File: config.mk
export PLATFORM = sky130hd
export DESIGN_NAME = at_response_line_classifier_top
export DESIGN_NICKNAME = d
export VERILOG_FILES = /design/src/sv/acl_pkg.sv /design/src/sv/acl_front.sv /design/src/sv/acl_fifo.sv /design/src/sv/acl_back.sv /design/src/sv/at_response_line_classifier_top.sv
export SDC_FILE = /design/constraint.sdc
export NUM_CORES = 1
export LEC_CHECK = 0
export BUFFER_PORTS_ARGS = -buffer_cell sky130_fd_sc_hd__buf_2
export CAP_MARGIN = 25
export CORE_ASPECT_RATIO = 1.1
export CORE_MARGIN = 5
export CORE_UTILIZATION = 56
export DETAILED_ROUTE_END_ITERATION = 7
export GPL_TIMING_DRIVEN = 0
export PLACE_DENSITY = 0.83
export SKIP_CTS_REPAIR_TIMING = 1
export SLEW_MARGIN = 20
export SYNTH_ARGS = -nofsm -noshare
export SYNTH_HDL_FRONTEND = slang
export SYNTH_SLANG_ARGS = --single-unit
export TNS_END_PERCENT = 1
File: constraint.sdc
create_clock -name clk -period 5 [get_ports clk]
set_input_delay 0.5 -clock clk [delete_from_list [all_inputs] [get_ports clk]]
set_output_delay 0.5 -clock clk [all_outputs]
set_load 0.01 [all_outputs]
File: src/sv/acl_pkg.sv
// ----------------------------------------------------------------------------
// acl_pkg: AT response line classifier package
// Payload types, awaited-state codes, character codes and prefix tokens.
// ----------------------------------------------------------------------------
package acl_pkg;

    localparam int ACL_LEN_W  = 10;
    localparam int ACL_POS_W  = 9;
    localparam int ACL_TEXT_W = 8;

    // upper bound of the text limit; a line length clamped here keeps min() exact
    localparam int ACL_TEXT_CAP   = 1024;
    localparam int ACL_TEXT_CAP_W = 11;

    localparam logic [2:0] ST_INIT   = 3'd0;
    localparam logic [2:0] ST_IDLE   = 3'd1;
    localparam logic [2:0] ST_MODE   = 3'd2;
    localparam logic [2:0] ST_PROMPT = 3'd3;
    localparam logic [2:0] ST_SEND   = 3'd4;
    localparam logic [2:0] ST_LIST   = 3'd5;
    localparam logic [2:0] ST_PIN    = 3'd6;

    localparam logic [7:0] CH_CR    = 8'h0D;
    localparam logic [7:0] CH_LF    = 8'h0A;
    localparam logic [7:0] CH_GT    = 8'h3E;
    localparam logic [7:0] CH_COMMA = 8'h2C;
    localparam logic [7:0] CH_QUOTE = 8'h22;

    localparam int TK_OK_LEN  = 2;
    localparam int TK_ERR_LEN = 11;
    localparam int TK_ENT_LEN = 6;
    localparam int TK_NTF_LEN = 7;

    localparam logic [0:TK_OK_LEN-1][7:0]  TK_OK  = "OK";
    localparam logic [0:TK_ERR_LEN-1][7:0] TK_ERR = "+CME ERROR:";
    localparam logic [0:TK_ENT_LEN-1][7:0] TK_ENT = "+CMGL:";
    localparam logic [0:TK_NTF_LEN-1][7:0] TK_NTF = "+CMTI: ";

    typedef struct packed {
        logic       kind;
        logic [7:0] rx_byte;
        logic [2:0] expect_state;
    } acl_item_t;

    typedef struct packed {
        logic [ACL_LEN_W-1:0]  line_length;
        logic                  command_done;
        logic                  command_failed;
        logic                  entry_header;
        logic [ACL_POS_W-1:0]  number_offset;
        logic [ACL_TEXT_W-1:0] text_accepted;
        logic                  notify;
        logic [ACL_POS_W-1:0]  notify_index_offset;
        logic [ACL_POS_W-1:0]  notify_index_length;
        logic [2:0]            waiting_after;
    } acl_result_t;

    // classified line passed from the front to the back
    typedef struct packed {
        logic [ACL_LEN_W-1:0]      line_length;
        logic                      command_done;
        logic                      command_failed;
        logic                      entry_header;
        logic [ACL_POS_W-1:0]      number_offset;
        logic                      notify;
        logic [ACL_POS_W-1:0]      notify_index_offset;
        logic [ACL_POS_W-1:0]      notify_index_length;
        logic [2:0]                waiting_after;
        logic                      text_line;
        logic [ACL_TEXT_CAP_W-1:0] text_len;
    } acl_line_t;

endpackage

File: src/sv/acl_front.sv
// ----------------------------------------------------------------------------
// acl_front: line assembly and classification
// Accepts bytes and host commands, tracks prefixes and commas, and on line end
// classifies the line against the awaited response.
// ----------------------------------------------------------------------------
module acl_front #(
    parameter int LINE_MAX   = 512,
    parameter int NUMBER_LEN = 12
) (
    input  logic              clk,
    input  logic              rst_n,
    input  logic              accept,
    input  acl_pkg::acl_item_t item,
    input  logic              cfg_we,
    input  logic              cfg_data,
    output logic              push,
    output acl_pkg::acl_line_t line
);
    import acl_pkg::*;

    localparam int LW = $clog2(LINE_MAX + 1);
    localparam int CW = LW + 7;

    logic          notify_enable_reg;
    logic [2:0]    ws_reg, ws_next;
    logic [LW-1:0] lc_reg, lc_next;
    logic          fs_reg, fs_next;
    logic [LW-1:0] fp_reg, fp_next;
    logic          ss_reg, ss_next;
    logic [LW-1:0] sp_reg, sp_next;
    logic          q_reg, q_next;
    logic [3:0]    pf_reg, pf_next;

    logic          do_app, gt_prompt, end_line;
    logic [LW-1:0] p, n;
    logic [3:0]    mism;
    logic          is_ok, is_err, is_ent, is_ntf, first_ok, ent_ok, ntf;
    logic [2:0]    ws_mid, wait_after;
    logic          done, failed, entry, text_line;
    logic [LW-1:0] noff;

    always_comb
    begin
        gt_prompt = !item.kind && item.rx_byte == CH_GT && ws_reg == ST_PROMPT;
        do_app = !item.kind && item.rx_byte != CH_CR && item.rx_byte != CH_LF
                 && (item.rx_byte != CH_GT || ws_reg == ST_PROMPT);
        p = lc_reg;
        fs_next = fs_reg;
        fp_next = fp_reg;
        ss_next = ss_reg;
        sp_next = sp_reg;
        q_next  = q_reg;
        lc_next = lc_reg;
        mism = 4'b0000;
        if (do_app)
        begin
            if (p < LW'(TK_OK_LEN) && TK_OK[p[0]] != item.rx_byte)
                mism[0] = 1'b1;
            if (p < LW'(TK_ERR_LEN) && TK_ERR[p[3:0]] != item.rx_byte)
                mism[1] = 1'b1;
            if (p < LW'(TK_ENT_LEN) && TK_ENT[p[2:0]] != item.rx_byte)
                mism[2] = 1'b1;
            if (p < LW'(TK_NTF_LEN) && TK_NTF[p[2:0]] != item.rx_byte)
                mism[3] = 1'b1;
            if (item.rx_byte == CH_COMMA)
            begin
                if (!fs_reg)
                begin
                    fs_next = 1'b1;
                    fp_next = p;
                end
                else if (!ss_reg)
                begin
                    ss_next = 1'b1;
                    sp_next = p;
                end
            end
            if (ss_next && CW'(p) == CW'(sp_next) + CW'(1) && item.rx_byte == CH_QUOTE)
                q_next = 1'b1;
            lc_next = lc_reg + LW'(1);
        end
        pf_next = pf_reg & ~mism;
        n = lc_next;
        end_line = !item.kind && (item.rx_byte == CH_CR || gt_prompt
                   || (do_app && CW'(lc_next) >= CW'(LINE_MAX)));

        is_ok  = pf_next[0] && n == LW'(TK_OK_LEN);
        is_err = pf_next[1] && n >= LW'(TK_ERR_LEN);
        is_ent = pf_next[2] && n >= LW'(TK_ENT_LEN);
        is_ntf = pf_next[3] && n > LW'(TK_NTF_LEN);
        first_ok = fs_next && (CW'(fp_next) + CW'(1) < CW'(n));
        ent_ok = first_ok && ss_next && q_next
                 && (CW'(sp_next) + CW'(NUMBER_LEN) + CW'(3) < CW'(n));
        ntf = is_ntf && notify_enable_reg && first_ok;
        noff = fp_next + LW'(1);
        ws_mid = ntf ? ST_IDLE : ws_reg;

        done = ntf;
        failed = 1'b0;
        entry = 1'b0;
        text_line = 1'b0;
        unique case (ws_mid)
            ST_INIT, ST_MODE, ST_SEND, ST_PIN:
            begin
                if (is_ok || is_err)
                begin
                    done = 1'b1;
                    failed = !is_ok;
                end
            end
            ST_PROMPT:
            begin
                if (gt_prompt && n == LW'(1))
                    done = 1'b1;
                else if (is_err)
                begin
                    done = 1'b1;
                    failed = 1'b1;
                end
            end
            ST_LIST:
            begin
                if (is_ok || is_err)
                begin
                    done = 1'b1;
                    failed = !is_ok;
                end
                else if (is_ent)
                    entry = ent_ok;
                else
                    text_line = 1'b1;
            end
            default:
            begin
                done = done;
            end
        endcase
        wait_after = done ? ST_IDLE : ws_mid;

        line.line_length         = ACL_LEN_W'(n);
        line.command_done        = done;
        line.command_failed      = failed;
        line.entry_header        = entry;
        line.number_offset       = entry ? ACL_POS_W'(sp_next + LW'(2)) : '0;
        line.notify              = ntf;
        line.notify_index_offset = ntf ? ACL_POS_W'(noff) : '0;
        line.notify_index_length = ntf ? ACL_POS_W'(n - noff) : '0;
        line.waiting_after       = wait_after;
        line.text_line           = text_line;
        line.text_len            = (CW'(n) > CW'(ACL_TEXT_CAP))
                                   ? ACL_TEXT_CAP_W'(ACL_TEXT_CAP) : ACL_TEXT_CAP_W'(n);

        push = accept && end_line;
        ws_next = ws_reg;
        if (accept && item.kind)
            ws_next = item.expect_state;
        else if (push)
            ws_next = wait_after;
    end

    always_ff @(posedge clk or negedge rst_n)
    begin
        if (!rst_n)
        begin
            notify_enable_reg <= 1'b0;
            ws_reg <= ST_INIT;
            lc_reg <= '0;
            fs_reg <= 1'b0;
            fp_reg <= '0;
            ss_reg <= 1'b0;
            sp_reg <= '0;
            q_reg  <= 1'b0;
            pf_reg <= 4'b1111;
        end
        else
        begin
            if (cfg_we)
                notify_enable_reg <= cfg_data;
            ws_reg <= ws_next;
            if (push)
            begin
                lc_reg <= '0;
                fs_reg <= 1'b0;
                fp_reg <= '0;
                ss_reg <= 1'b0;
                sp_reg <= '0;
                q_reg  <= 1'b0;
                pf_reg <= 4'b1111;
            end
            else if (accept && do_app)
            begin
                lc_reg <= lc_next;
                fs_reg <= fs_next;
                fp_reg <= fp_next;
                ss_reg <= ss_next;
                sp_reg <= sp_next;
                q_reg  <= q_next;
                pf_reg <= pf_next;
            end
        end
    end

endmodule

File: src/sv/acl_fifo.sv
// ----------------------------------------------------------------------------
// acl_fifo: two-entry line queue
// Decouples the classifying front from the message back.
// ----------------------------------------------------------------------------
module acl_fifo (
    input  logic               clk,
    input  logic               rst_n,
    input  logic               push,
    input  acl_pkg::acl_line_t push_data,
    output logic               full,
    input  logic               pop,
    output acl_pkg::acl_line_t pop_data,
    output logic               empty
);
    import acl_pkg::*;

    acl_line_t  mem [2];
    logic       wr_ptr_reg, rd_ptr_reg;
    logic [1:0] count_reg, count_next;

    assign full     = count_reg == 2'd2;
    assign empty    = count_reg == 2'd0;
    assign pop_data = mem[rd_ptr_reg];

    always_comb
    begin
        count_next = count_reg;
        if (push && !pop)
            count_next = count_reg + 2'd1;
        else if (pop && !push)
            count_next = count_reg - 2'd1;
    end

    always_ff @(posedge clk)
    begin
        if (push)
            mem[wr_ptr_reg] <= push_data;
    end

    always_ff @(posedge clk or negedge rst_n)
    begin
        if (!rst_n)
        begin
            wr_ptr_reg <= 1'b0;
            rd_ptr_reg <= 1'b0;
            count_reg  <= 2'd0;
        end
        else
        begin
            if (push)
                wr_ptr_reg <= !wr_ptr_reg;
            if (pop)
                rd_ptr_reg <= !rd_ptr_reg;
            count_reg <= count_next;
        end
    end

endmodule

File: src/sv/acl_back.sv
// ----------------------------------------------------------------------------
// acl_back: message text accounting and result register
// Tracks the open message and its text length; drives the result channel.
// ----------------------------------------------------------------------------
module acl_back #(
    parameter int TEXT_MAX = 160
) (
    input  logic                 clk,
    input  logic                 rst_n,
    input  logic                 empty,
    input  acl_pkg::acl_line_t   line,
    output logic                 pop,
    output logic                 result_valid,
    input  logic                 result_stall,
    output acl_pkg::acl_result_t result
);
    import acl_pkg::*;

    localparam int TW = $clog2(TEXT_MAX + 1);
    localparam int AW = (TW > ACL_TEXT_CAP_W) ? TW : ACL_TEXT_CAP_W;

    logic          open_reg;
    logic [TW-1:0] tlen_reg;
    logic          valid_reg;
    acl_result_t   result_reg, result_next;
    logic [AW-1:0] room, acc;

    assign pop          = !empty && (!valid_reg || !result_stall);
    assign result_valid = valid_reg;
    assign result       = result_reg;

    always_comb
    begin
        room = AW'(TEXT_MAX) - AW'(tlen_reg);
        acc  = '0;
        if (line.text_line && open_reg)
            acc = (AW'(line.text_len) < room) ? AW'(line.text_len) : room;
        result_next.line_length         = line.line_length;
        result_next.command_done        = line.command_done;
        result_next.command_failed      = line.command_failed;
        result_next.entry_header        = line.entry_header;
        result_next.number_offset       = line.number_offset;
        result_next.text_accepted       = ACL_TEXT_W'(acc);
        result_next.notify              = line.notify;
        result_next.notify_index_offset = line.notify_index_offset;
        result_next.notify_index_length = line.notify_index_length;
        result_next.waiting_after       = line.waiting_after;
    end

    always_ff @(posedge clk)
    begin
        if (pop)
            result_reg <= result_next;
    end

    always_ff @(posedge clk or negedge rst_n)
    begin
        if (!rst_n)
        begin
            open_reg  <= 1'b0;
            tlen_reg  <= '0;
            valid_reg <= 1'b0;
        end
        else
        begin
            if (pop)
                valid_reg <= 1'b1;
            else if (!result_stall)
                valid_reg <= 1'b0;
            if (pop && line.entry_header)
            begin
                open_reg <= 1'b1;
                tlen_reg <= '0;
            end
            else if (pop)
                tlen_reg <= tlen_reg + TW'(acc);
        end
    end

endmodule

File: src/sv/at_response_line_classifier_top.sv
// ----------------------------------------------------------------------------
// at_response_line_classifier_top: AT response line classifier
// Assembles modem receive bytes into lines and reports one result per line.
// ----------------------------------------------------------------------------
// Usage:
//   item channel (item_valid / item_stall / item): a received byte (kind 0)
//   or a host command (kind 1) that sets the awaited response state.
//   result channel (result_valid / result_stall / result): one transaction per
//   completed line (carriage return, line limit, or '>' while a prompt is
//   awaited). Line feeds and host commands give no result.
//   cfg channel (cfg_valid / cfg_ready / cfg_data): notify_enable, always ready;
//   write it only while no line is in flight.
// Timing: one item per cycle while item_stall is low. A line-ending byte's result
//   is classified in the front, passes the two-entry queue and is registered in
//   the back. Line state is tracked byte by byte in the front.
// Stall: when result_stall holds, the result register keeps its transaction,
//   the queue fills and item_stall rises once it holds two lines.
// Reset: awaited state init, no open message, empty line, notify disabled.
// ----------------------------------------------------------------------------
module at_response_line_classifier_top #(
    parameter int LINE_MAX   = 512,
    parameter int TEXT_MAX   = 160,
    parameter int NUMBER_LEN = 12
) (
    input  logic                 clk,
    input  logic                 rst_n,
    input  logic                 item_valid,
    output logic                 item_stall,
    input  acl_pkg::acl_item_t   item,
    output logic                 result_valid,
    input  logic                 result_stall,
    output acl_pkg::acl_result_t result,
    input  logic                 cfg_valid,
    output logic                 cfg_ready,
    input  logic                 cfg_data
);
    import acl_pkg::*;

    logic      accept, push, full, pop, empty;
    acl_line_t push_line, pop_line;

    assign cfg_ready  = 1'b1;
    assign item_stall = full;
    assign accept     = item_valid && !full;

    acl_front #(
        .LINE_MAX   (LINE_MAX),
        .NUMBER_LEN (NUMBER_LEN)
    ) u_front (
        .clk      (clk),
        .rst_n    (rst_n),
        .accept   (accept),
        .item     (item),
        .cfg_we   (cfg_valid && cfg_ready),
        .cfg_data (cfg_data),
        .push     (push),
        .line     (push_line)
    );

    acl_fifo u_fifo (
        .clk       (clk),
        .rst_n     (rst_n),
        .push      (push),
        .push_data (push_line),
        .full      (full),
        .pop       (pop),
        .pop_data  (pop_line),
        .empty     (empty)
    );

    acl_back #(
        .TEXT_MAX (TEXT_MAX)
    ) u_back (
        .clk          (clk),
        .rst_n        (rst_n),
        .empty        (empty),
        .line         (pop_line),
        .pop          (pop),
        .result_valid (result_valid),
        .result_stall (result_stall),
        .result       (result)
    );

    a_fail_done: assert property (@(posedge clk) disable iff (!rst_n)
        result_valid && result.command_failed |-> result.command_done)
        else $error("failed line without completion");

    a_notify_idle: assert property (@(posedge clk) disable iff (!rst_n)
        result_valid && result.notify |->
            result.command_done && result.waiting_after == ST_IDLE)
        else $error("notification did not return to idle");

    a_entry_text: assert property (@(posedge clk) disable iff (!rst_n)
        result_valid && result.entry_header |-> result.text_accepted == '0)
        else $error("header line appended text");

    a_push_full: assert property (@(posedge clk) disable iff (!rst_n)
        push |-> !full)
        else $error("line pushed into full queue");

endmodule

[Word-level counts from Yosys, hierarchy flattened]
Memory sizes are Yosys's and may differ from the RTL's.
Index checks and enable logic that the tools add are counted.
Storage, ports and cells
  bits in registers: 107
  bits in writable memories: 110
  bits in read-only memories: 256
  bits of input ports: 18
  output and inout bits: 55
  logic and storage cells: 213
  memories kept: 4
Memories
  (no name shown): words 16, bits a word 8, rd ports 1, clocked after memory_dff 0, wr ports 0, RTL line acl_front.sv:59  | if (p < LW'(TK_ERR_LEN) && TK_ERR[p[3:0]] != item.rx_byte)
  u_fifo.mem: words 2, bits a word 55, rd ports 1, clocked after memory_dff 0, wr ports 1, RTL line acl_fifo.sv:17  | acl_line_t mem [2];
  (no name shown): words 8, bits a word 8, rd ports 1, clocked after memory_dff 0, wr ports 0, RTL line acl_front.sv:63  | if (p < LW'(TK_NTF_LEN) && TK_NTF[p[2:0]] != item.rx_byte)
  (no name shown): words 8, bits a word 8, rd ports 1, clocked after memory_dff 0, wr ports 0, RTL line acl_front.sv:61  | if (p < LW'(TK_ENT_LEN) && TK_ENT[p[2:0]] != item.rx_byte)
Cells by class
  add/sub/neg operators: 12
  order comparisons: 14
  equal/unequal tests: 22
  muxes and demuxes: 76
  bitwise operators: 5
  reductions and logical operators: 55
Operators by type and width (number)
  10-bit two-way mux: 15
  8-bit two-way mux: 12
  1-bit two-way mux: 34
  1-bit logical AND: 33
  8-bit inequality test: 4
  9-bit two-way mux: 3
  8-bit by 6-bit equality test with 1-bit output (second input constant): 3
  10-bit by 1-bit adder with 11-bit output (second input constant): 2
  10-bit by 3-bit < comparator with 1-bit output (second input constant): 2
  17-bit by 2-bit adder with 17-bit output (second input constant): 1
  10-bit by 17-bit equality test with 1-bit output: 1
  17-bit by 10-bit < comparator with 1-bit output: 1
  8-bit by 4-bit inequality test with 1-bit output (second input constant): 2
  3-bit two-way mux: 5
  4-bit two-way mux: 3
  10-bit by 4-bit adder with 11-bit output (second input constant): 1
  11-bit by 10-bit < comparator with 1-bit output: 1
  11-bit < comparator: 1
  10-bit by 1-bit adder with 10-bit output (second input constant): 1
  10-bit by 1-bit equality test with 1-bit output (second input constant): 1
  10-bit by 2-bit equality test with 1-bit output (second input constant): 1
  10-bit greater-or-equal comparator (second input constant): 1
  10-bit by 3-bit greater-or-equal comparator with 1-bit output (second input constant): 1
  10-bit by 4-bit greater-or-equal comparator with 1-bit output (second input constant): 1
  other kinds (32): 54

[Depth between registers and ports, before layout]
Gate-level depths: netlist of run 1.
  depth in word-level cells: 20
  depth in mapped cells: 25
  gate-level depth less buffers: 22

[Cells and area by module]
A second synthesis of run 1 with hierarchy kept.
Second synthesis, totals
  cell total of the unflattened synthesis: 1102
  area, all modules: 12731.0 um^2
By module, submodules not included
  acl_front: instances 1, cells each 719, area an instance 5656.7 um^2, sequential area each 1031.0 um^2
  acl_fifo: instances 1, cells each 190, area an instance 4347.9 um^2, sequential area each 3463.3 um^2
  acl_back: instances 1, cells each 190, area an instance 2701.3 um^2, sequential area each 1811.7 um^2
  at_response_line_classifier_top: instances 1, cells each 3, area an instance 25.0 um^2, sequential area each 0.0 um^2

[Least setup slack after synthesis of run 1]
OpenSTA, ideal clock, no wires.
  kind: in2reg
  start point: in item[9] (netlist name)
  end point: mem u_fifo.mem[0][36] (netlist name), data pin
  setup time: 0.148 ns
  data arrival time: 5.276 ns
  data required time: 4.852 ns
  setup slack: -0.425 ns
  stages: 21
  path buffers: 4
  cell sequence: buf_4 > and4bb_2 > nand4_1 > nor3_1 > buf_2 > buf_2 > mux2i_1 > ha_1 > or2_2 > nor4_1 > xnor2_1 > ha_1 > a21oi_1 > nor2b_1 > a2111oi_0 > a21oi_1 > nor3_1 > nand4_1 > or3_1 > buf_2 > nor2_1
RTL lines
  start: declaration: RTL line at_response_line_classifier_top.sv:29  | input acl_pkg::acl_item_t item,
  end: declaration: RTL line acl_fifo.sv:17

==> metrics.md, run 1 <==
| Metric | Value |
|---|---|
| Status | `finished, violations left` |
| Violated checks | `setup timing` |
| Data arrival at the endpoint of the critical path | `5410 ps` |
| Crit start category | `register` |
| Count of standard-cell rows | `54` |
| Kind of critical path | `register to register` |
| First-pass GRT wire length | `44.8 mm` |
| Leakage power | `0.00552 uW` |
| Fill count | `1396` |
| Reported net switching power | `2470 uW` |
| Max-cap violations | `0` |
| Half-perimeter wire length after placement | `20.1 mm` |
| Sw Share | `38.1%` |
| Flip-flop count of the largest register, all copies and words added | `90` |
| Cell at the root of the clock tree | `clkbuf_16` |
| Number of nets in the final layout | `1248` |
| Total via count after detailed routing | `8836` |
| Setup ws final | `-117 ps` |
| First drt pass iteration count | `6` |
| Remaining global-route overflow | `0` |
| Power share of the sequential group | `35.0%` |
| Clock Path Buffers | `2` |
| DRC errors left | `0` |
| Detailed Route Iter0 Violations | `805` |
| Vias in the first global route | `8449` |
| Via-to-Cell Ratio | `6.18` |
| Clock power frac | `21.2%` |
| Accumulated negative setup slack | `-2150 ps` |
| Combined flip-flop and latch cell area | `5650 um2` |
| Part of the total power dissipated in combinational logic | `43.8%` |
| Final core utilization | `67.5%` |
| Register clock-pin slew on the reported worst setup and hold paths | `70 ps` |
| Global placer's final weighted congestion | `0.960` |
| Initial Util | `57.2%` |
| Data required time of the critical path | `5290 ps` |
| Antenna violation net count after detailed routing | `0` |
| Synthesis-to-layout area growth | `18.1%` |
| Class of the most critical hold timing path | `input port to asynchronous set/reset pin` |
| Share of flip-flops with an asynchronous set or reset after synthesis | `27.9%` |
| Number of levels the H-tree was split into | `4` |
| Period minus WS final | `5120 ps` |
| Total Die Area | `23300 um2` |
| Count of mapped cells out of synthesis | `1041` |
| Routed wire length | `29.3 mm` |
| Overall Global Routing Usage | `24.1%` |
| Number of synthesized register bits | `197` |
| Number of enable flip-flop cells after synthesis | `142` |
| Number of sinks handled by clock tree synthesis | `197` |
| Number of antenna violations at the first check in global routing | `1` |
| Largest net degree at the start of global routing | `56` |
| Count of final max-slew check failures | `0` |
| Setup repair after global routing missed its margin | `yes` |
| Sequential fraction of the synthesis area | `49.6%` |
| Yosys warnings | `0` |
| Worst ir drop on vdd | `0.301 mV` |
| Wire per inst | `20.5 um` |
| Yosys cell types | `77` |
| Clock network latency to the later pin of the worst-skew pair | `440 ps` |
| Maximum fanout along the worst path | `8` |
| Number of buffers created by CTS | `17` |
| CTS tree | `done` |
| Fmax | `195 MHz` |
| Post-Synthesis Mean Instance Area | `10.9 um2` |
| Cell Int Power | `4020 uW` |
| Share of cells above drive strength 1 | `24.9%` |
| Footprint of the multi-input gates | `5730 um2` |
| Layout Skew | `10.7 ps` |
| Slew @ Worst Pin | `793 ps` |
| Ratio of total power to cell area | `482 nW/um2` |
| Core area | `19900 um2` |
| Die boundary width | `146 um` |
| Max-Slew Margin vs Limit | `45.6%` |
| Share of the cycle needed by the critical path after routing | `102%` |
| Final setup violating endpoints | `20` |
| Die H | `160 um` |
| Crit path capture type | `register` |
| Primary flip-flop cell chosen by synthesis mapping | `edfxtp_1` |
| Ports | `73` |
| Final hold vios | `0` |
| Ant diodes | `0` |
| Post-Place Setup Slack | `-1330 ps` |
| Summed instance area of the synthesized netlist | `11400 um2` |
| Mapped Nets | `1125` |
| Count of port buffers added during placement | `68` |
## cell usage in the layout (no fill, tap or decap), drive strengths merged, types with 11 or more instances in the layout
cell type	Yosys	final
a21oi	32	32
a22o	17	17
a31oi	12	12
and3	18	18
buf	14	119
clkbuf	41	62
dfrtp	51	51
edfxtp	142	142
ha	64	64
inv	48	51
mux2	47	47
mux2i	22	22
nand2	86	86
nand3	28	28
nand4	16	16
nor2	80	80
nor2b	13	13
nor3	16	16
o21a	11	11
o21ai	54	54
xnor2	42	42
xor2	43	43
## power by group through the flow
stage          clock [uW]  combinational (uW)  sequential (uW)
3_5_place_dp            0                2590             2280
4_1_cts              1390                2650             2250
3_3_place_gp            0                2480             2280
6_report             1380                2840             2270
5_1_grt              1460                3080             2300
2_1_floorplan           0                1750             2360
## through the flow
step | area, um2 | hold WS (ps) | total power, uW | instances
after global routing | 13500 | 172 | 6830 | 1429
after detailed placement | 12200 | 461 | 4880 | 1364
after CTS | 12800 | 150 | 6290 | 1396
after floorplan | 11500 | 204 | 4110 | 1041
final | 13500 | 116 | 6490 | 1429
after global placement | 12100 | 458 | 4760 | 1361
## metal layers
| layer | vias up | global-route usage [%] | wire, um |
|---|---|---|---|
| met5 | - | 0 | 13 |
| met4 | 2 | 9.75 | 1110 |
| met3 | 81 | 3.84 | 1870 |
| met2 | 399 | 40.7 | 14800 |
| met1 | 4312 | 31.1 | 11500 |
| li1 | 4042 | - | - |
## path summary, 6_finish.rpt
path                                  endpoint           startpoint  cells after the start  slack [ps]
min in group clk           u_back.result_valid         result_stall                      3         270
setup reg to reg             u_fifo.mem[1][40]    u_front.ws_reg[2]                     23        -120
hold reg to reg            u_back.result_valid  u_back.result_valid                      2         490
hold / removal              u_back.tlen_reg[1]                rst_n                      1         120
setup / recovery             u_fifo.mem[1][40]    u_front.ws_reg[2]                     23        -120
max in group asynchronous       u_front.fs_reg                rst_n                      1        4310
## cell usage after synthesis, types with 9 or more instances
cell / instances / area share [%]
edfxtp_1: 142 / 37
nand2_1: 86 / 2.8
nor2_1: 80 / 2.6
ha_1: 64 / 7.0
o21ai_0: 52 / 2.3
dfrtp_1: 51 / 11
inv_1: 47 / 1.5
mux2_2: 47 / 4.6
xor2_1: 43 / 3.3
clkbuf_1: 41 / 1.4
xnor2_1: 41 / 3.2
a21oi_1: 32 / 1.4
nand3_1: 28 / 1.2
mux2i_1: 22 / 1.9
and3_1: 18 / 0.99
a22o_1: 17 / 1.3
nand4_1: 16 / 0.88
nor3_1: 15 / 0.66
nor2b_1: 13 / 0.71
a31oi_1: 12 / 0.66
o21a_1: 11 / 0.72
a211oi_1: 9 / 0.59
## cell families after synthesis
family / after synthesis / share of synthesized area, %
simple gates: 317 / 14.2
compound gates: 202 / 12.0
flops: 197 / 49.6
buf+inv: 103 / 3.55
xor+xnor: 85 / 6.60
mux: 69 / 6.58
fa+ha+maj: 67 / 7.47
other cells: 1 / 0.0329
## worst max-delay path, cell delays in order (launching register included)
cell and delay (ps):
dfrtp_1 400, nand3b_1 290, a31o_4 320, nor3_4 200
buf_6 200, buf_8 130, mux2i_4 290, ha_2 230
nor2b_4 220, maj3_2 250, nand2_1 80, xnor2_1 180
nor2_1 80, a21oi_1 170, ha_1 260, o21a_1 180
o21a_1 210, o21ai_2 190, a21oi_2 60, nor3_2 200
nand4_1 110, or3_4 430, buf_12 160, nor2_2 120
## layout make-up
cell class                 count  area share (%)
tap                          252            2.34
buffer                        53            2.11
clock buffer                  22            3.85
inverter                      48            1.36
multi-input combinational    741            42.6
clock inverter                10           0.623
sequential                   197            42.0
timing repair buffer         106            5.18
No activity file was read; power rests on OpenSTA's default activity.
==> run 2, diff against run 1 <==
--- a/config.mk
+++ b/config.mk
@@ -9,10 +9,10 @@
 export CAP_MARGIN = 25
 export CORE_ASPECT_RATIO = 1.1
 export CORE_MARGIN = 5
-export CORE_UTILIZATION = 56
+export CORE_UTILIZATION = 45
 export DETAILED_ROUTE_END_ITERATION = 7
 export GPL_TIMING_DRIVEN = 0
-export PLACE_DENSITY = 0.83
+export PLACE_DENSITY = 0.69
 export SKIP_CTS_REPAIR_TIMING = 1
 export SLEW_MARGIN = 20
 export SYNTH_ARGS = -nofsm -noshare
==> metrics.md, run 2 (synthesized netlist as in run 1, its figures left out) <==
| Metric | Value |
|---|---|
| Setup repair after global routing missed its margin | `yes` |
| Detailed Route Iter0 Violations | `631 (-22%)` |
| Kind of critical path | `input port to register` |
| Count of port buffers added during placement | `68 (unchanged)` |
| Share of the cycle needed by the critical path after routing | `99.0% (-3.3 points)` |
| Via-to-Cell Ratio | `5.74 (-7.2%)` |
| Die H | `177 um (+11%)` |
| Most common cell after layout, fill and taps aside | `edfxtp_1` |
| Register clock-pin slew on the reported worst setup and hold paths | `80 ps (about the same)` |
| Commonest non-fill, non-tap cells in the layout | `142 x edfxtp_1, 86 x nand2_1, 70 x buf_2, 66 x nor2_1, 61 x ha_1` |
| Half-perimeter wire length after placement | `20.7 mm (+2.7%)` |
| Core area | `25100 um2 (+26%)` |
| Total via count after detailed routing | `8540 (-3.3%)` |
| Power share of the sequential group | `35.7% (+0.7 points)` |
| Critical path launch point | `item[7]` |
| Largest net degree at the start of global routing | `56 (unchanged)` |
| Slew @ Worst Pin | `790 ps (-3.18 ps)` |
| Reg-to-reg setup timing slack | `190 ps (+310 ps)` |
| Maximum fanout along the worst path | `10 (+2)` |
| Global placer's final weighted congestion | `0.946 (-1.5%)` |
| Wire per inst | `19.2 um (-6.5%)` |
| Cell at the root of the clock tree | `clkbuf_16` |
| Leakage power | `0.00549 uW (-0.57%)` |
| Number of antenna violations at the first check in global routing | `0 (-1)` |
| Worst ir drop on vdd | `0.220 mV (-27%)` |
| Worst reg2reg path startpoint | `u_front.ss_reg` |
| Remaining global-route overflow | `0 (unchanged)` |
| Overall Global Routing Usage | `19.9% (-4.2 points)` |
| Vias in the first global route | `8166 (-3.3%)` |
| Fill count | `2212 (+58%)` |
| Number of nets in the final layout | `1244 (-0.32%)` |
| Clock Path Buffers | `2 (unchanged)` |
| Clock power frac | `21.6% (+0.4 points)` |
| Final hold vios | `0 (unchanged)` |
| DRC errors left | `0 (unchanged)` |
| Number of levels the H-tree was split into | `4 (unchanged)` |
| Share of cells above drive strength 1 | `24.0% (-0.94 points)` |
| Period minus WS final | `4950 ps (-166 ps)` |
| Crit path capture type | `register` |
| Die boundary width | `162 um (+11%)` |
| Data arrival at the endpoint of the critical path | `5130 ps (-280 ps)` |
| First drt pass iteration count | `5 (-1)` |
| Count of standard-cell rows | `61 (+13%)` |
| Number of buffers created by CTS | `17 (unchanged)` |
| CTS tree | `done` |
| Fmax | `202 MHz (+3.3%)` |
| Cell Int Power | `3920 uW (-2.5%)` |
| First-pass GRT wire length | `44.9 mm (+0.34%)` |
| Flip-flop count of the largest register, all copies and words added | `90 (unchanged)` |
| Total Die Area | `28600 um2 (+23%)` |
| Sw Share | `38.1% (+0.057 points)` |
| Final setup violating endpoints | `0 (-100%)` |
| Ratio of total power to cell area | `471 nW/um2 (-2.4%)` |
| Ports | `73 (unchanged)` |
| Initial Util | `45.4% (-12 points)` |
| Max-cap violations | `0 (unchanged)` |
| Ant diodes | `0 (unchanged)` |
| Reported net switching power | `2420 uW (-2.2%)` |
| Status | `completed` |
| Placement Cell Area | `12300 um2 (+0.87%)` |
| Accumulated negative setup slack | `0 ps (+2150 ps)` |
| Count of final max-slew check failures | `0 (unchanged)` |
| Class of the most critical hold timing path | `input port to asynchronous set/reset pin` |
| Antenna violation net count after detailed routing | `0 (unchanged)` |
| Clock network latency to the later pin of the worst-skew pair | `440 ps (about the same)` |
| Part of the total power dissipated in combinational logic | `42.7% (-1.1 points)` |
| Minimum hold slack | `106 ps (-9.65 ps)` |
| Register-to-Register Path Depth | `24 (+4.3%)` |
| Data required time of the critical path | `5180 ps (-110 ps)` |
| Final non-filler cell area | `13500 um2 (about the same)` |
| Layout Skew | `14.6 ps (+3.89 ps)` |
| Number of sinks handled by clock tree synthesis | `197 (unchanged)` |
| Synthesis-to-layout area growth | `18.1% (about the same)` |
| Critical Path Sink | `u_fifo.mem[0][41]` |
| R2r endpoint | `u_fifo.mem[1][36]` |
| Crit start category | `input port` |
| Routed wire length | `28.5 mm (-2.7%)` |
| Final core utilization | `53.6% (-14 points)` |
| Max-Slew Margin vs Limit | `47.1% (+1.5 points)` |
## run 2: changes by cell type in the layout (fill, tap and decap cells not counted), moves of 3 or more
cell       change
buf_4          -7
buf_6          +3
clkbuf_16      -3
clkbuf_2       +3
clkinv_2       -3
## run 2: per-layer routing
| layer | routed length (um) | up-vias | GRT usage, % |
|---|---|---|---|
| met2 | 14100 | 240 | 33.4 |
| met1 | 12200 | 4206 | 26.2 |
| met4 | 786 | 0 | 6.84 |
| met3 | 1380 | 50 | 3.35 |
| met5 | 0 | - | 0 |
| li1 | - | 4044 | - |
## run 2: how the worst min path moves through the flow
stage | end | slack, ps | cells after the start | start
3_5_place_dp | u_front.q_reg | 470 | 2 | u_front.q_reg
4_1_cts | u_back.tlen_reg[1] | 140 | 1 | rst_n
6_report | u_back.tlen_reg[1] | 110 | 1 | rst_n
5_1_grt | u_back.tlen_reg[2] | 160 | 1 | rst_n
3_3_place_gp | u_front.q_reg | 460 | 2 | u_front.q_reg
2_1_floorplan | u_back.open_reg | 200 | 0 | rst_n
## run 2: metrics by stage
step	total power [uW]	setup WS, ps	instances
after floorplan	4110	3.55	1041
after global placement	4790	-1400	1424
after detailed placement	4870	-1420	1428
after CTS	6250	-1010	1460
after global routing	6750	-73.8	1488
final	6340	48.1	1488
## run 2: power by group through the flow
stage               Combinational [uW]  Sequential [uW]  Clock [uW]
global route                      2990             2300        1460
global placement                  2510             2290           0
floorplan                         1750             2360           0
finish                            2700             2260        1370
detailed placement                2580             2280           0
CTS                               2600             2250        1400
## run 2: critical path, stage by stage
cell and delay [ps]:
buf_2 110, clkbuf_4 190, nor2_4 130, nand4_1 210
or4_4 620, buf_6 170, nand2_1 110, o21ai_4 90
ha_4 190, and3_1 200, xnor2_1 250, o21ai_2 110
ha_1 360, o21a_1 140, o2111ai_1 190, a31o_2 140
o211ai_1 210, or4b_4 620, nand4_1 190, or3_4 180
buf_12 150, nor2_4 50
## run 2: layout make-up
type,instances,area [um2],area share (%)
sequential,197,5650,42.0
inverter,48,183,1.36
buffer,53,292,2.17
clock buffer,19,454,3.37
multi-input combinational,741,5690,42.3
tap,315,394,2.93
timing repair buffer,102,671,4.98
clock inverter,13,129,0.958
==> run 3, diff against run 2 <==
--- a/config.mk
+++ b/config.mk
@@ -12,7 +12,7 @@
 export CORE_UTILIZATION = 45
 export DETAILED_ROUTE_END_ITERATION = 7
 export GPL_TIMING_DRIVEN = 0
-export PLACE_DENSITY = 0.69
+export PLACE_DENSITY_LB_ADDON = 0.2
 export SKIP_CTS_REPAIR_TIMING = 1
 export SLEW_MARGIN = 20
 export SYNTH_ARGS = -nofsm -noshare
==> metrics.md, run 3 (synthesized netlist as in run 1, its figures left out) <==
| Metric | Value |
|---|---|
| Max-Slew Margin vs Limit | `42.1% (-5.1 points)` |
| Minimum hold slack | `281 ps (+175 ps)` |
| Leakage power | `0.00554 uW (+0.87%)` |
| Worst reg2reg path startpoint | `u_front.ss_reg` |
| Setup repair after global routing missed its margin | `yes` |
| Hold path endpoint | `u_back.result_valid` |
| Core area | `25100 um2 (unchanged)` |
| Ratio of total power to cell area | `465 nW/um2 (-1.3%)` |
| Remaining global-route overflow | `0 (unchanged)` |
| Ant diodes | `0 (unchanged)` |
| Class of the most critical hold timing path | `input port to register` |
| Worst ir drop on vdd | `0.257 mV (+17%)` |
| Total Die Area | `28600 um2 (unchanged)` |
| Period minus WS final | `4970 ps (+13.1 ps)` |
| Global placer's final weighted congestion | `0.943 (-0.25%)` |
| Fmax | `201 MHz (-0.26%)` |
| Share of the cycle needed by the critical path after routing | `99.3% (+0.26 points)` |
| R2r endpoint | `u_fifo.mem[1][33]` |
| Final hold vios | `0 (unchanged)` |
| Largest net degree at the start of global routing | `51 (-8.9%)` |
| Count of standard-cell rows | `61 (unchanged)` |
| Overall Global Routing Usage | `19.5% (-0.36 points)` |
| Kind of critical path | `input port to register` |
| First-pass GRT wire length | `44.0 mm (-2.2%)` |
| Detailed Route Iter0 Violations | `484 (-23%)` |
| DRC errors left | `0 (unchanged)` |
| Die boundary width | `162 um (unchanged)` |
| Reg-to-reg setup timing slack | `100 ps (-90 ps)` |
| Number of nets in the final layout | `1245 (+0.080%)` |
| Crit path capture type | `register` |
| Ports | `73 (unchanged)` |
| Register-to-Register Path Depth | `24 (unchanged)` |
| Data required time of the critical path | `5180 ps (about the same)` |
| Synthesis-to-layout area growth | `19.7%` |
| Initial Util | `45.4% (unchanged)` |
| Share of cells above drive strength 1 | `25.5% (+1.5 points)` |
| Total power of the final layout | `6340 uW (about the same)` |
| Wire per inst | `19.0 um (-0.60%)` |
| Layout Skew | `15.2 ps (+0.673 ps)` |
| Origin of the worst min-delay path | `result_stall` |
| Die H | `177 um (unchanged)` |
| Crit start category | `input port` |
| Half-perimeter wire length after placement | `20.6 mm (about the same)` |
| Vias in the first global route | `8033 (-1.6%)` |
| Via-to-Cell Ratio | `5.64 (-1.8%)` |
| CTS tree | `done` |
| Non-filler instance count after layout | `1489 (+0.067%)` |
| Data arrival at the endpoint of the critical path | `5150 ps (+20 ps)` |
| Flip-flop count of the largest register, all copies and words added | `90 (unchanged)` |
| Total via count after detailed routing | `8396 (-1.7%)` |
| Hold Crit Depth | `3` |
| Max-cap violations | `0 (unchanged)` |
| Routed wire length | `28.4 mm (-0.54%)` |
| Final setup violating endpoints | `0 (unchanged)` |
| Slew @ Worst Pin | `869 ps (+78.7 ps)` |
| Clock network latency to the later pin of the worst-skew pair | `440 ps (about the same)` |
| Cell at the root of the clock tree | `clkbuf_16` |
| Count of final max-slew check failures | `0 (unchanged)` |
| Number of buffers created by CTS | `17 (unchanged)` |
| Number of sinks handled by clock tree synthesis | `197 (unchanged)` |
| Count of port buffers added during placement | `68 (unchanged)` |
| Most common cell after layout, fill and taps aside | `edfxtp_1` |
| Cell Count Post-Placement | `1429 (+0.070%)` |
| Antenna violation net count after detailed routing | `0 (unchanged)` |
| Number of antenna violations at the first check in global routing | `0 (unchanged)` |
| Clock Path Buffers | `2 (unchanged)` |
| Status | `completed` |
| Number of levels the H-tree was split into | `4 (unchanged)` |
| Commonest non-fill, non-tap cells in the layout | `142 x edfxtp_1, 84 x nand2_1, 67 x buf_2, 63 x nor2_1, 59 x ha_1` |
| Register clock-pin slew on the reported worst setup and hold paths | `70 ps (about the same)` |
| First drt pass iteration count | `5 (unchanged)` |
| Maximum fanout along the worst path | `10 (unchanged)` |
==> run 3: changes by cell type in the layout (fill, tap and decap cells not counted), moves of 3 or more <==
cell	previous run	this run
clkbuf_8	0	4
nor2_4	7	12
inv_6	5	1
clkinv_4	2	8
inv_4	3	0
a21oi_2	2	6
a21oi_1	30	26
buf_2	70	67
nor2_1	66	63
==> run 3: how the worst max path moves through the flow <==
stage                 startpoint                 end  slack [ps]  cells past startpoint
2_1_floorplan            item[9]   u_fifo.mem[0][38]           4                     21
3_3_place_gp             item[7]   u_fifo.mem[0][30]       -1400                     21
3_5_place_dp             item[3]   u_fifo.mem[1][30]       -1420                     22
4_1_cts        u_fifo.rd_ptr_reg  u_back.tlen_reg[7]       -1020                     19
5_1_grt                  item[8]   u_fifo.mem[0][38]        -130                     26
6_report                 item[7]   u_fifo.mem[1][42]          30                     22
==> run 3: critical path, cell delays in order <==
cell	delay (ps)
buf_2	110
buf_2	180
nor2_4	160
nand4_1	210
or4_4	590
buf_6	180
o21ai_4	180
ha_4	200
and3_4	190
and3_1	200
xor2_1	160
nor2_1	70
a21oi_2	200
ha_4	250
a21o_1	160
a21oi_2	150
o211ai_1	220
or4b_4	600
nand4_1	170
or3_4	200
clkbuf_16	170
inv_1	60
==> run 3: routing by layer <==
layer  vias up  track usage (%)  wire length, um
li1       4038                -                -
met1      4101             25.7            12400
met2       211             33.1            14000
met3        46             2.68             1160
met4         0             7.37              803
met5         -                0                0
==> run 3: cell type report <==
cell class,count,area (um2)
multi-input cells,741,5800
well taps,315,394
flip-flops and latches,197,5650
clock inverters,10,95.1
inverters,48,180
clock buffers,22,484
repair buffers,104,742
plain buffers,52,293
fillers,2192,11500
==> run 3: through the flow <==
step / util, % / setup TNS (ps) / setup slack (ps) / instance area, um2
after floorplan: - / 0 / 3.55 / 11500
after global placement: 48.6 / -142440 / -1400 / 12200
after detailed placement: 49.1 / -95580 / -1420 / 12300
after CTS: 51.4 / -65860 / -1020 / 12900
after global routing: 54.3 / -2310 / -131 / 13600
final: 54.3 / 0 / 35.0 / 13600
==> run 3: where the power goes <==
part | switching (uW) | internal, uW
logic | 1600 | 1140
clock network | 626 | 703
registers | 159 | 2110
total | 2390 | 3950
